File: src/rtl/core/wsfd_pkg.sv
// shared types and constants of the wheel speed frame decoder
`default_nettype none

package wsfd_pkg;

  localparam int FRAME_LENGTH_DEFAULT = 13;
  localparam int BYTE_W = 8;
  localparam int SPEED_W = 16;
  localparam int THRESH_W = 16;
  localparam int POS_W = 4;
  localparam int CFG_INDEX_W = 2;
  localparam int CFG_DATA_W = 16;
  localparam int NUM_WHEELS = 4;
  localparam int PAYLOAD_BYTES = 8;
  localparam int QUEUE_DEPTH = 2;

  localparam logic [POS_W-1:0] FIRST_PAYLOAD_POS = 4'd2;
  localparam logic [POS_W-1:0] LAST_PAYLOAD_POS = 4'd9;
  localparam logic [POS_W-1:0] CHECKSUM_POS = 4'd10;

  localparam logic [THRESH_W-1:0] JUMP_THRESHOLD_RESET = 16'd1500;
  localparam logic [BYTE_W-1:0] FIRST_HEADER_RESET = 8'h5A;
  localparam logic [BYTE_W-1:0] SECOND_HEADER_RESET = 8'hA5;

  typedef enum logic [1:0] {
    PH_HUNT    = 2'd0,
    PH_SECOND  = 2'd1,
    PH_COLLECT = 2'd2
  } phase_t;

  typedef enum logic [CFG_INDEX_W-1:0] {
    CFG_JUMP_THRESHOLD = 2'd0,
    CFG_FIRST_HEADER   = 2'd1,
    CFG_SECOND_HEADER  = 2'd2
  } cfg_index_t;

  typedef struct packed {
    logic                                 bad;
    logic [PAYLOAD_BYTES-1:0][BYTE_W-1:0] payload;
  } frame_t;

  typedef struct packed {
    logic full;
    logic empty;
  } queue_status_t;

endpackage

`default_nettype wire

File: src/rtl/core/wsfd_front.sv
// header hunt, frame collection and checksum check
`default_nettype none

module wsfd_front import wsfd_pkg::*; #(
  parameter int FRAME_LENGTH = FRAME_LENGTH_DEFAULT
) (
  input  wire logic                clk,
  input  wire logic                rst,
  input  wire logic [BYTE_W-1:0]   first_header,
  input  wire logic [BYTE_W-1:0]   second_header,
  input  wire logic                in_valid,
  output logic                     in_ready,
  input  wire logic [BYTE_W-1:0]   in_byte,
  input  wire queue_status_t       qstat,
  output logic                     push,
  output frame_t                   push_frame
);

  localparam logic [POS_W-1:0] LAST_POS = POS_W'(FRAME_LENGTH - 1);

  phase_t                               phase, phase_next;
  logic [POS_W-1:0]                     pos, pos_next;
  logic [BYTE_W-1:0]                    sum, sum_next;
  logic [PAYLOAD_BYTES-1:0][BYTE_W-1:0] payload;
  logic [BYTE_W-1:0]                    checksum;
  logic [BYTE_W-1:0]                    chk_now;
  logic [2:0]                           slot;
  logic                                 accept;
  logic                                 is_payload;

  assign in_ready = !qstat.full;
  assign accept = in_valid && in_ready;
  assign is_payload = (pos >= FIRST_PAYLOAD_POS) && (pos <= LAST_PAYLOAD_POS);
  assign slot = 3'(pos - FIRST_PAYLOAD_POS);
  assign chk_now = (pos == CHECKSUM_POS) ? in_byte : checksum;

  always_ff @(posedge clk) begin
    if (rst) begin
      phase <= PH_HUNT;
      pos <= '0;
      sum <= '0;
    end else begin
      phase <= phase_next;
      pos <= pos_next;
      sum <= sum_next;
    end
  end

  // frame bytes, no reset
  always_ff @(posedge clk) begin
    if (accept && phase == PH_COLLECT) begin
      if (is_payload) begin
        payload[slot] <= in_byte;
      end
      if (pos == CHECKSUM_POS) begin
        checksum <= in_byte;
      end
    end
  end

  always_comb begin
    phase_next = phase;
    pos_next = pos;
    sum_next = sum;
    push = 1'b0;
    push_frame.payload = payload;
    push_frame.bad = (chk_now != sum);
    unique case (phase)
      PH_HUNT: begin
        if (accept && in_byte == first_header) begin
          phase_next = PH_SECOND;
        end
      end
      PH_SECOND: begin
        if (accept) begin
          if (in_byte == second_header) begin
            phase_next = PH_COLLECT;
            pos_next = FIRST_PAYLOAD_POS;
            sum_next = '0;
          end else if (in_byte != first_header) begin
            phase_next = PH_HUNT;
          end
        end
      end
      PH_COLLECT: begin
        if (accept) begin
          if (is_payload) begin
            sum_next = sum + in_byte;
          end
          if (pos < LAST_POS) begin
            pos_next = pos + 4'd1;
          end else begin
            phase_next = PH_HUNT;
            pos_next = '0;
            push = 1'b1;
          end
        end
      end
      default: begin
        if (accept) begin
          phase_next = PH_HUNT;
        end
      end
    endcase
  end

endmodule

`default_nettype wire

File: src/rtl/core/wsfd_queue.sv
// short frame queue between collection and decode
`default_nettype none

module wsfd_queue import wsfd_pkg::*; (
  input  wire logic    clk,
  input  wire logic    rst,
  input  wire logic    push,
  input  wire frame_t  push_frame,
  input  wire logic    pop,
  output frame_t       head,
  output queue_status_t qstat
);

  localparam int PTR_W = $clog2(QUEUE_DEPTH);
  localparam int CNT_W = $clog2(QUEUE_DEPTH + 1);

  frame_t             entries [QUEUE_DEPTH];
  logic [PTR_W-1:0]   wr_ptr;
  logic [PTR_W-1:0]   rd_ptr;
  logic [CNT_W-1:0]   count;

  assign head = entries[rd_ptr];
  assign qstat.full = (count == CNT_W'(QUEUE_DEPTH));
  assign qstat.empty = (count == '0);

  always_ff @(posedge clk) begin
    if (rst) begin
      wr_ptr <= '0;
      rd_ptr <= '0;
      count <= '0;
    end else begin
      if (push) begin
        wr_ptr <= (wr_ptr == PTR_W'(QUEUE_DEPTH - 1)) ? '0 : wr_ptr + PTR_W'(1);
      end
      if (pop) begin
        rd_ptr <= (rd_ptr == PTR_W'(QUEUE_DEPTH - 1)) ? '0 : rd_ptr + PTR_W'(1);
      end
      if (push && !pop) begin
        count <= count + CNT_W'(1);
      end else if (pop && !push) begin
        count <= count - CNT_W'(1);
      end
    end
  end

  always_ff @(posedge clk) begin
    if (push) begin
      entries[wr_ptr] <= push_frame;
    end
  end

endmodule

`default_nettype wire

File: src/rtl/core/wsfd_back.sv
// speed decode, per-wheel jump filter and result register
`default_nettype none

module wsfd_back import wsfd_pkg::*; (
  input  wire logic                 clk,
  input  wire logic                 rst,
  input  wire logic [THRESH_W-1:0]  threshold,
  input  wire frame_t               head,
  input  wire queue_status_t        qstat,
  output logic                      pop,
  output logic                      out_valid,
  input  wire logic                 out_ready,
  output logic                      out_bad,
  output logic [SPEED_W-1:0]        speed [NUM_WHEELS]
);

  logic [SPEED_W-1:0]  prev [NUM_WHEELS];
  logic [SPEED_W-1:0]  now_v [NUM_WHEELS];
  logic [SPEED_W-1:0]  filt_v [NUM_WHEELS];
  logic [SPEED_W-1:0]  mag [NUM_WHEELS];
  logic [SPEED_W:0]    diff [NUM_WHEELS];
  logic [SPEED_W:0]    absdiff [NUM_WHEELS];
  logic [BYTE_W-1:0]   hi [NUM_WHEELS];
  logic [BYTE_W-1:0]   lo [NUM_WHEELS];
  logic                load;

  assign load = !qstat.empty && (!out_valid || out_ready);
  assign pop = load;

  always_comb begin
    for (int w = 0; w < NUM_WHEELS; w++) begin
      hi[w] = head.payload[2*w];
      lo[w] = head.payload[2*w+1];
      mag[w] = {1'b0, hi[w][6:0], lo[w]};
      // sign-magnitude to two's complement
      now_v[w] = hi[w][7] ? (SPEED_W'(0) - mag[w]) : mag[w];
      diff[w] = {now_v[w][SPEED_W-1], now_v[w]} - {prev[w][SPEED_W-1], prev[w]};
      absdiff[w] = diff[w][SPEED_W] ? ((SPEED_W+1)'(0) - diff[w]) : diff[w];
      filt_v[w] = (absdiff[w] < {1'b0, threshold}) ? prev[w] : now_v[w];
    end
  end

  always_ff @(posedge clk) begin
    if (rst) begin
      out_valid <= 1'b0;
      for (int w = 0; w < NUM_WHEELS; w++) begin
        prev[w] <= '0;
        speed[w] <= '0;
      end
    end else begin
      if (load) begin
        out_valid <= 1'b1;
        if (!head.bad) begin
          for (int w = 0; w < NUM_WHEELS; w++) begin
            prev[w] <= now_v[w];
            speed[w] <= filt_v[w];
          end
        end
      end else if (out_ready) begin
        out_valid <= 1'b0;
      end
    end
  end

  always_ff @(posedge clk) begin
    if (load) begin
      out_bad <= head.bad;
    end
  end

endmodule

`default_nettype wire

File: src/rtl/core/wheel_speed_frame_decoder.sv
// top level of the wheel speed frame decoder
`default_nettype none

// Accepts one received byte per cycle on the slave stream. The front end hunts
// for the two header bytes, collects the frame and checks the payload sum; each
// completed frame goes through a two-entry queue to the back end, which decodes
// the four sign-magnitude wheel speeds, runs each through its own jump filter
// and holds the result in an output register. The last byte of a frame writes
// its queue entry, and the result register loads from the queue when free; the
// output register and the queue let bytes keep flowing while a result waits,
// and input stalls only when the queue is full. tuser carries the frame status:
// 1 means checksum mismatch, with the speeds of the last good frame repeated.

module wheel_speed_frame_decoder import wsfd_pkg::*; #(
  parameter int FRAME_LENGTH = FRAME_LENGTH_DEFAULT
) (
  input  wire logic                    clk,
  input  wire logic                    rst,
  input  wire logic                    s_tvalid,
  output logic                         s_tready,
  input  wire logic [7:0]              s_tdata,   // [7:0] rx_byte
  output logic                         m_tvalid,
  input  wire logic                    m_tready,
  output logic [63:0]                  m_tdata,   // [15:0] left_front_speed,
                                                  // [31:16] right_front_speed,
                                                  // [47:32] left_back_speed,
                                                  // [63:48] right_back_speed
  output logic                         m_tuser,   // [0] frame_status
  input  wire logic                    cfg_we,
  input  wire logic [CFG_INDEX_W-1:0]  cfg_index,
  input  wire logic [CFG_DATA_W-1:0]   cfg_data
);

  logic [THRESH_W-1:0] jump_threshold;
  logic [BYTE_W-1:0]   first_header_byte;
  logic [BYTE_W-1:0]   second_header_byte;

  logic                push;
  logic                pop;
  frame_t              push_frame;
  frame_t              head;
  queue_status_t       qstat;
  logic [SPEED_W-1:0]  speed [NUM_WHEELS];

  always_ff @(posedge clk) begin
    if (rst) begin
      jump_threshold <= JUMP_THRESHOLD_RESET;
      first_header_byte <= FIRST_HEADER_RESET;
      second_header_byte <= SECOND_HEADER_RESET;
    end else if (cfg_we) begin
      unique case (cfg_index)
        CFG_JUMP_THRESHOLD: jump_threshold <= cfg_data;
        CFG_FIRST_HEADER:   first_header_byte <= cfg_data[BYTE_W-1:0];
        CFG_SECOND_HEADER:  second_header_byte <= cfg_data[BYTE_W-1:0];
        default: ;
      endcase
    end
  end

  wsfd_front #(
    .FRAME_LENGTH(FRAME_LENGTH)
  ) u_front (
    .clk           (clk),
    .rst           (rst),
    .first_header  (first_header_byte),
    .second_header (second_header_byte),
    .in_valid      (s_tvalid),
    .in_ready      (s_tready),
    .in_byte       (s_tdata),
    .qstat         (qstat),
    .push          (push),
    .push_frame    (push_frame)
  );

  wsfd_queue u_queue (
    .clk        (clk),
    .rst        (rst),
    .push       (push),
    .push_frame (push_frame),
    .pop        (pop),
    .head       (head),
    .qstat      (qstat)
  );

  wsfd_back u_back (
    .clk       (clk),
    .rst       (rst),
    .threshold (jump_threshold),
    .head      (head),
    .qstat     (qstat),
    .pop       (pop),
    .out_valid (m_tvalid),
    .out_ready (m_tready),
    .out_bad   (m_tuser),
    .speed     (speed)
  );

  assign m_tdata = {speed[3], speed[2], speed[1], speed[0]};

  a_no_overflow: assert property (@(posedge clk) disable iff (rst) push |-> !qstat.full)
    else $error("frame pushed into a full queue");

  a_no_underflow: assert property (@(posedge clk) disable iff (rst) pop |-> !qstat.empty)
    else $error("frame popped from an empty queue");

  a_full_stalls_input: assert property (@(posedge clk) disable iff (rst)
    qstat.full |-> !s_tready)
    else $error("input taken while queue full");

endmodule

`default_nettype wire

File: config.mk
export PLATFORM = sky130hd
export DESIGN_NAME = wheel_speed_frame_decoder
export DESIGN_NICKNAME = d
export VERILOG_FILES = /design/src/rtl/core/wsfd_pkg.sv /design/src/rtl/core/wsfd_front.sv /design/src/rtl/core/wsfd_queue.sv /design/src/rtl/core/wsfd_back.sv /design/src/rtl/core/wheel_speed_frame_decoder.sv
export SDC_FILE = /design/constraint.sdc
export NUM_CORES = 1
export LEC_CHECK = 0
export ABC_AREA = 1
export CORE_MARGIN = 2
export CORE_UTILIZATION = 65
export DETAILED_ROUTE_END_ITERATION = 8
export DONT_BUFFER_PORTS = 1
export PLACE_DENSITY = 0.9
export SLEW_MARGIN = 25
export SYNTH_ARGS = -nofsm -noshare
export SYNTH_HDL_FRONTEND = slang
export SYNTH_SLANG_ARGS = --single-unit
File: constraint.sdc
create_clock -name clk -period 8.71 [get_ports clk]
set_input_delay 1.742 -clock clk [delete_from_list [all_inputs] [get_ports clk]]
set_output_delay 1.742 -clock clk [all_outputs]
set_load 0.05 [all_outputs]
=== Word level (Yosys, flattened, before mapping) ===
Memories as Yosys holds them, arrays and structs flattened. A register that Yosys moved wholly into a read port is not among the register bits.
Index checks and enable logic that the tools add are counted.

* Register bits after elaboration: 188
* Logic and storage cells: 162
* Output and inout bits: 67
* Memories: 2
* Memory bits (writable): 194

* Eq/ne operators: 17
* Multiplexer cells: 57
* Reduce and logical (&&, ||, !) cells: 29
* Order comparisons: 9
* Bitwise logic cells: 5
* $add $sub $neg: 19

{| class="wikitable"
|+ Memory list
! memory !! depth !! width !! read ports !! clocked after memory_dff !! wr ports !! RTL line !! source
|-
| u_queue.entries || 2 || 65 || 1 || 1 || 1 || wsfd_queue.sv:17 || <nowiki>frame_t entries [QUEUE_DEPTH];</nowiki>
|-
| u_back.prev || 4 || 16 || 4 || 0 || 4 || wsfd_back.sv:17 || <nowiki>logic [SPEED_W-1:0] prev [NUM_WHEELS];</nowiki>
|}

{| class="wikitable"
|+ Operator list
! operator !! count
|-
| $mux W16 || 12
|-
| $lt A17 B16 Y1 || 4
|-
| $mux W17 || 4
|-
| $sub A1 B17 Y17 const A || 4
|-
| $sub A16 B16 Y17 || 4
|-
| $bwmux W64 || 1
|-
| $sub A1 B15 Y16 const A || 4
|-
| $mux W8 || 6
|-
| $demux W8 S3 || 1
|-
| $mux W2 || 9
|-
| $mux W1 || 17
|-
| $eq A8 B8 Y1 || 2
|-
| $mux W4 || 4
|-
| $ne A8 B8 Y1 || 2
|-
| $pmux W8 S2 || 1
|-
| $ne A2 B1 Y1 const B || 5
|-
| $reduce_and A2 Y1 || 5
|-
| $add A8 B8 Y8 || 1
|-
| $logic_and A1 B1 Y1 || 8
|-
| $pmux W4 S2 || 1
|-
| $reduce_bool A2 Y1 || 4
|-
| $eq A2 B2 Y1 const B || 3
|-
| $logic_not A2 Y1 || 3
|-
| $pmux W2 S3 || 1
|-
| 21 further kinds || 30
|}

=== Longest topological paths before layout ===
* Depth in word-level cells: 9
* Mapped depth: 45
* Gate-level depth less buffers: 42

=== Cells and area by module ===
Synthesis repeated with hierarchy kept, for this count alone.

* Cells, all modules: 2,868
* Area total of the unflattened synthesis: 24,058.1 µm²

{| class="wikitable"
|+ By module, submodules not included
! module !! area each (µm²) !! instances !! cells each
|-
| wsfd_back || 13,864.5 || 1 || 2,137
|-
| wsfd_queue || 5,122.4 || 1 || 235
|-
| wsfd_front || 3,691.0 || 1 || 314
|-
| wheel_speed_frame_decoder || 1,380.1 || 1 || 182
|}

=== Least setup slack after synthesis ===
No wires, ideal clock.

* Path kind: input-to-reg
* From: in s_tvalid
* To: mem u_queue.entries[1][0] (netlist name) (enable)
* Stages on the path: 6
* Buffers on the path: 0
* Slack: 2,865 ps
* Arrival time: 5,355 ps
* Setup time: 490 ps
* Cell sequence: nand2_1 nor2_1 inv_1 nor2_1 inv_1 nor2_1

* Cells in the longest elaborated chain, start to end: 5

{| class="wikitable"
|+ Ends and longest elaborated chain
! element !! RTL line !! source
|-
| from (decl) || wheel_speed_frame_decoder.sv:19 || <nowiki>input wire logic s_tvalid,</nowiki>
|-
| $logic_and A1 B1 Y1 || wsfd_front.sv:32 || <nowiki>assign accept = in_valid && in_ready;</nowiki>
|-
| $mux W1 || wsfd_front.sv:86 || <nowiki>if (accept) begin</nowiki>
|-
| $mux W1 || wsfd_front.sv:68 || <nowiki>unique case (phase)</nowiki>
|-
| via push || wheel_speed_frame_decoder.sv:38 || <nowiki>logic push;</nowiki>
|-
| $mux W1 || wsfd_queue.sv:47 || <nowiki>if (push) begin</nowiki>
|-
| $mux W1 (implied by the code) || wsfd_queue.sv:48 || <nowiki>entries[wr_ptr] <= push_frame;</nowiki>
|-
| to (decl) || wsfd_queue.sv:17 ||
|}

The timed path passes the listed nets, and every way through them passes these cells.

==> impl_results.md <==
- Status: finished, final reports clean
- RSZ-0062 raised after global routing: false
- Initial antenna violation count: 0
- Commonest non-fill, non-tap cells in the layout: nand2_1 (779), inv_1 (405), edfxtp_1 (267)
- Hold Path Class: flip-flop to flip-flop
- Arrival time worst endpoint: 7940 ps
- CP Max Fanout: 44
- Worst hold stages: 0
- Slowest stage cell on the critical path: dfxtp_2
- Gr ovfl total: 0
- CP most frequent cell: nand2_1
- Critical path type: flip-flop to flip-flop
- Die area: between 0.03 and 0.04 mm²
- Rel. slew slack: 0.301
- Die Wd: 193 µm
- Syn Nets: 3041
- Core area: 0.0354 mm²
- FF-to-FF path depth: 37
- Largest net degree at the start of global routing: 67
- Setup violations, final: 0
- CP required: slightly above 9000 ps
- Tcrit/Tclk final: 0.854
- Hold_buf cts: 0
- Synthesized area per cell: 8.15 µm²
- Most common cell after layout, fill and taps aside: nand2_1
- Nets@finish: 3034
- Worst-skew pair later-pin latency: 580 ps
- Register area share after synthesis: 0.444
- Reg2reg end: u_back.speed[1]
- Clock root buffer master: clkbuf_16
- Max Buffers Root-to-Sink: 3
- TritonRoute pass-1 iters: 6
- Num CTS Buffers: 40
- #FFs+latches synth: 383
- Slew at the pin closest to its max-slew limit: 1050 ps
- CP endpoint kind: flip-flop
- Global-route wire length before repair: 96.2 mm
- Ports: 98
- Die Ht: 193 µm
- Top cells by area, synth: edfxtp_1 (34%), nand2_1 (13%), dfxtp_1 (10%), ha_1 (8.0%), inv_1 (6.5%)
- Crit path launch type: flip-flop
- Hold Crit Start: u_front.push_frame[32]
- CTS tree: done
- Initial core utilization: 0.658
- Port Buf Inserts: 0
- CTS Sinks: 383
- Final hold violations: 0
- Clock skew: roughly 24 ps
- Cell row count: 69
- WHS Endpoint: u_queue.entries[1][32]
- HPWL Detailed: 42.3 mm
- Layout cells sized above 1: 0.0642
- Routed WL per cell: 18.1 µm
- Buffers & Inverters on Critical Path: 6
- Vias/cell: a little under 6
- Final wirelength: between 60 and 70 mm
- H-tree Lvls: 2
- GRT Util Overall: 0.318
- Vias: 19592
- Setup TNS: 0 ps
- Yosys cell types: 52
- Clk pin slew, worst setup/hold paths: 60 ps
- Post-Syn Area: 0.0233 mm²
- Crit path time final: 7440 ps
- Setup bufs post-CTS: 0
- DR iter-0 viols: slightly below 2000
- Max-slew violation count: 0
- GPL Wtd Cong: 0.982
- Area grow syn2layout: 7.18%
- Max_cap viols: 0
- Ys Warns: 0
- DRC: 0
- Post-route antenna net violation count: 0
- Biggest area consumer among synthesized cells: edfxtp_1
- Post-CTS Resized: 0
- R2R Setup Slk: roughly 1300 ps
- Share of the synthesized area in the top cell type: 0.344
- Delay-heaviest family, CP: simple AND/OR/NAND/NOR gates
- Crit path largest cell delay: 810 ps
- Cells after Synth: 2857
- Vias in the first global route: ~19000
- Max Fclk: 134 MHz
==> registers in the layout (all words and copies together) (netlist names), 2 cells and up, named ones only <==
signal,count
u_queue.entries,130
u_back.prev,64
u_back.speed,64
u_front.push_frame,64
jump_threshold,16
first_header_byte,8
second_header_byte,8
u_front.checksum,8
u_front.sum,8
u_front.pos,4
u_front.phase,2
u_queue.count,2
==> area by class of cell <==
class,count,area (µm²)
repair buffers,8,60.1
well taps,461,577
multi-input cells,1999,11100
flip-flops and latches,383,10300
clock buffers,52,1070
diodes,1,2.50
inverters,418,1570
clock inverters,22,229
fillers,2547,10400
==> cells by family (layout without fill, tap and decap cells) <==
| logic type | after synthesis | count (layout) | synth area share |
|---|---|---|---|
| compound gates | 261 | 261 | 0.0646 |
| xor+xnor | 133 | 133 | 0.0500 |
| fa+ha+maj | 153 | 153 | 0.0838 |
| buf+inv | 475 | 500 | 0.0810 |
| flops | 383 | 383 | 0.444 |
| mux | 23 | 23 | 0.0102 |
| other cells | 0 | 1 | 0 |
| simple gates | 1429 | 1429 | 0.266 |
==> metal layers <==
layer | vias up | track usage | share of wire
met4 | 0 | 0.142 | 0.041
met3 | 180 | 0.0588 | 0.088
met5 | - | 0 | 0
li1 | 9268 | - | -
met2 | 969 | 0.533 | 0.47
met1 | 9175 | 0.404 | 0.40
==> through the flow <==
| step | setup WS, ps | area (µm²) | utilization | std cells | hold slack, ps |
|---|---|---|---|---|---|
| global route | 597 | 25000 | 0.705 | 3343 | 451 |
| finish | 1270 | 25000 | 0.705 | 3344 | 445 |
| floorplan | 2870 | 23300 | - | 2857 | 421 |
| detailed placement | 1510 | 23700 | 0.668 | 3269 | 429 |
| CTS | 1390 | 25000 | 0.705 | 3343 | 444 |
| global placement | 1530 | 23600 | 0.668 | 3269 | 423 |
==> cell usage after synthesis, drive strengths merged <==
library cell	number
a211oi	5
a21boi	2
a21o	1
a21oi	115
a22oi	2
and2	8
and3	2
buf	42
clkbuf	15
clkinv	1
dfxtp	116
edfxtp	267
fa	5
ha	148
inv	417
mux2	6
mux2i	17
nand2	805
nand3	254
nand3b	20
nand4	27
nor2	242
nor3	27
nor3b	1
nor4	1
o2111ai	1
o211ai	10
o21a	5
o21ai	114
o21bai	5
o31ai	1
or2	42
xnor2	33
xor2	100
==> worst register-to-register path, delay by kind of cell (launching register included) <==
family	cells	cell delay [ps]
simple gates	21	2240
compound gates	5	1900
xor+xnor	2	410
buf+inv	6	1040
flops	1	810
fa+ha+maj	3	970
==> how the worst max path moves through the flow <==
stage	to	slack, ps	cells past startpoint
floorplan	u_queue.entries[1][0]	2870	6
global placement	u_back.speed[8]	1530	37
detailed placement	u_back.speed[8]	1510	37
CTS	u_back.speed[1]	1390	37
global route	u_back.speed[1]	600	32
finish	u_back.speed[1]	1270	37
Power is not shown: default switching activity piles up to over one toggle a cycle in this logic, so the estimate is an artifact.
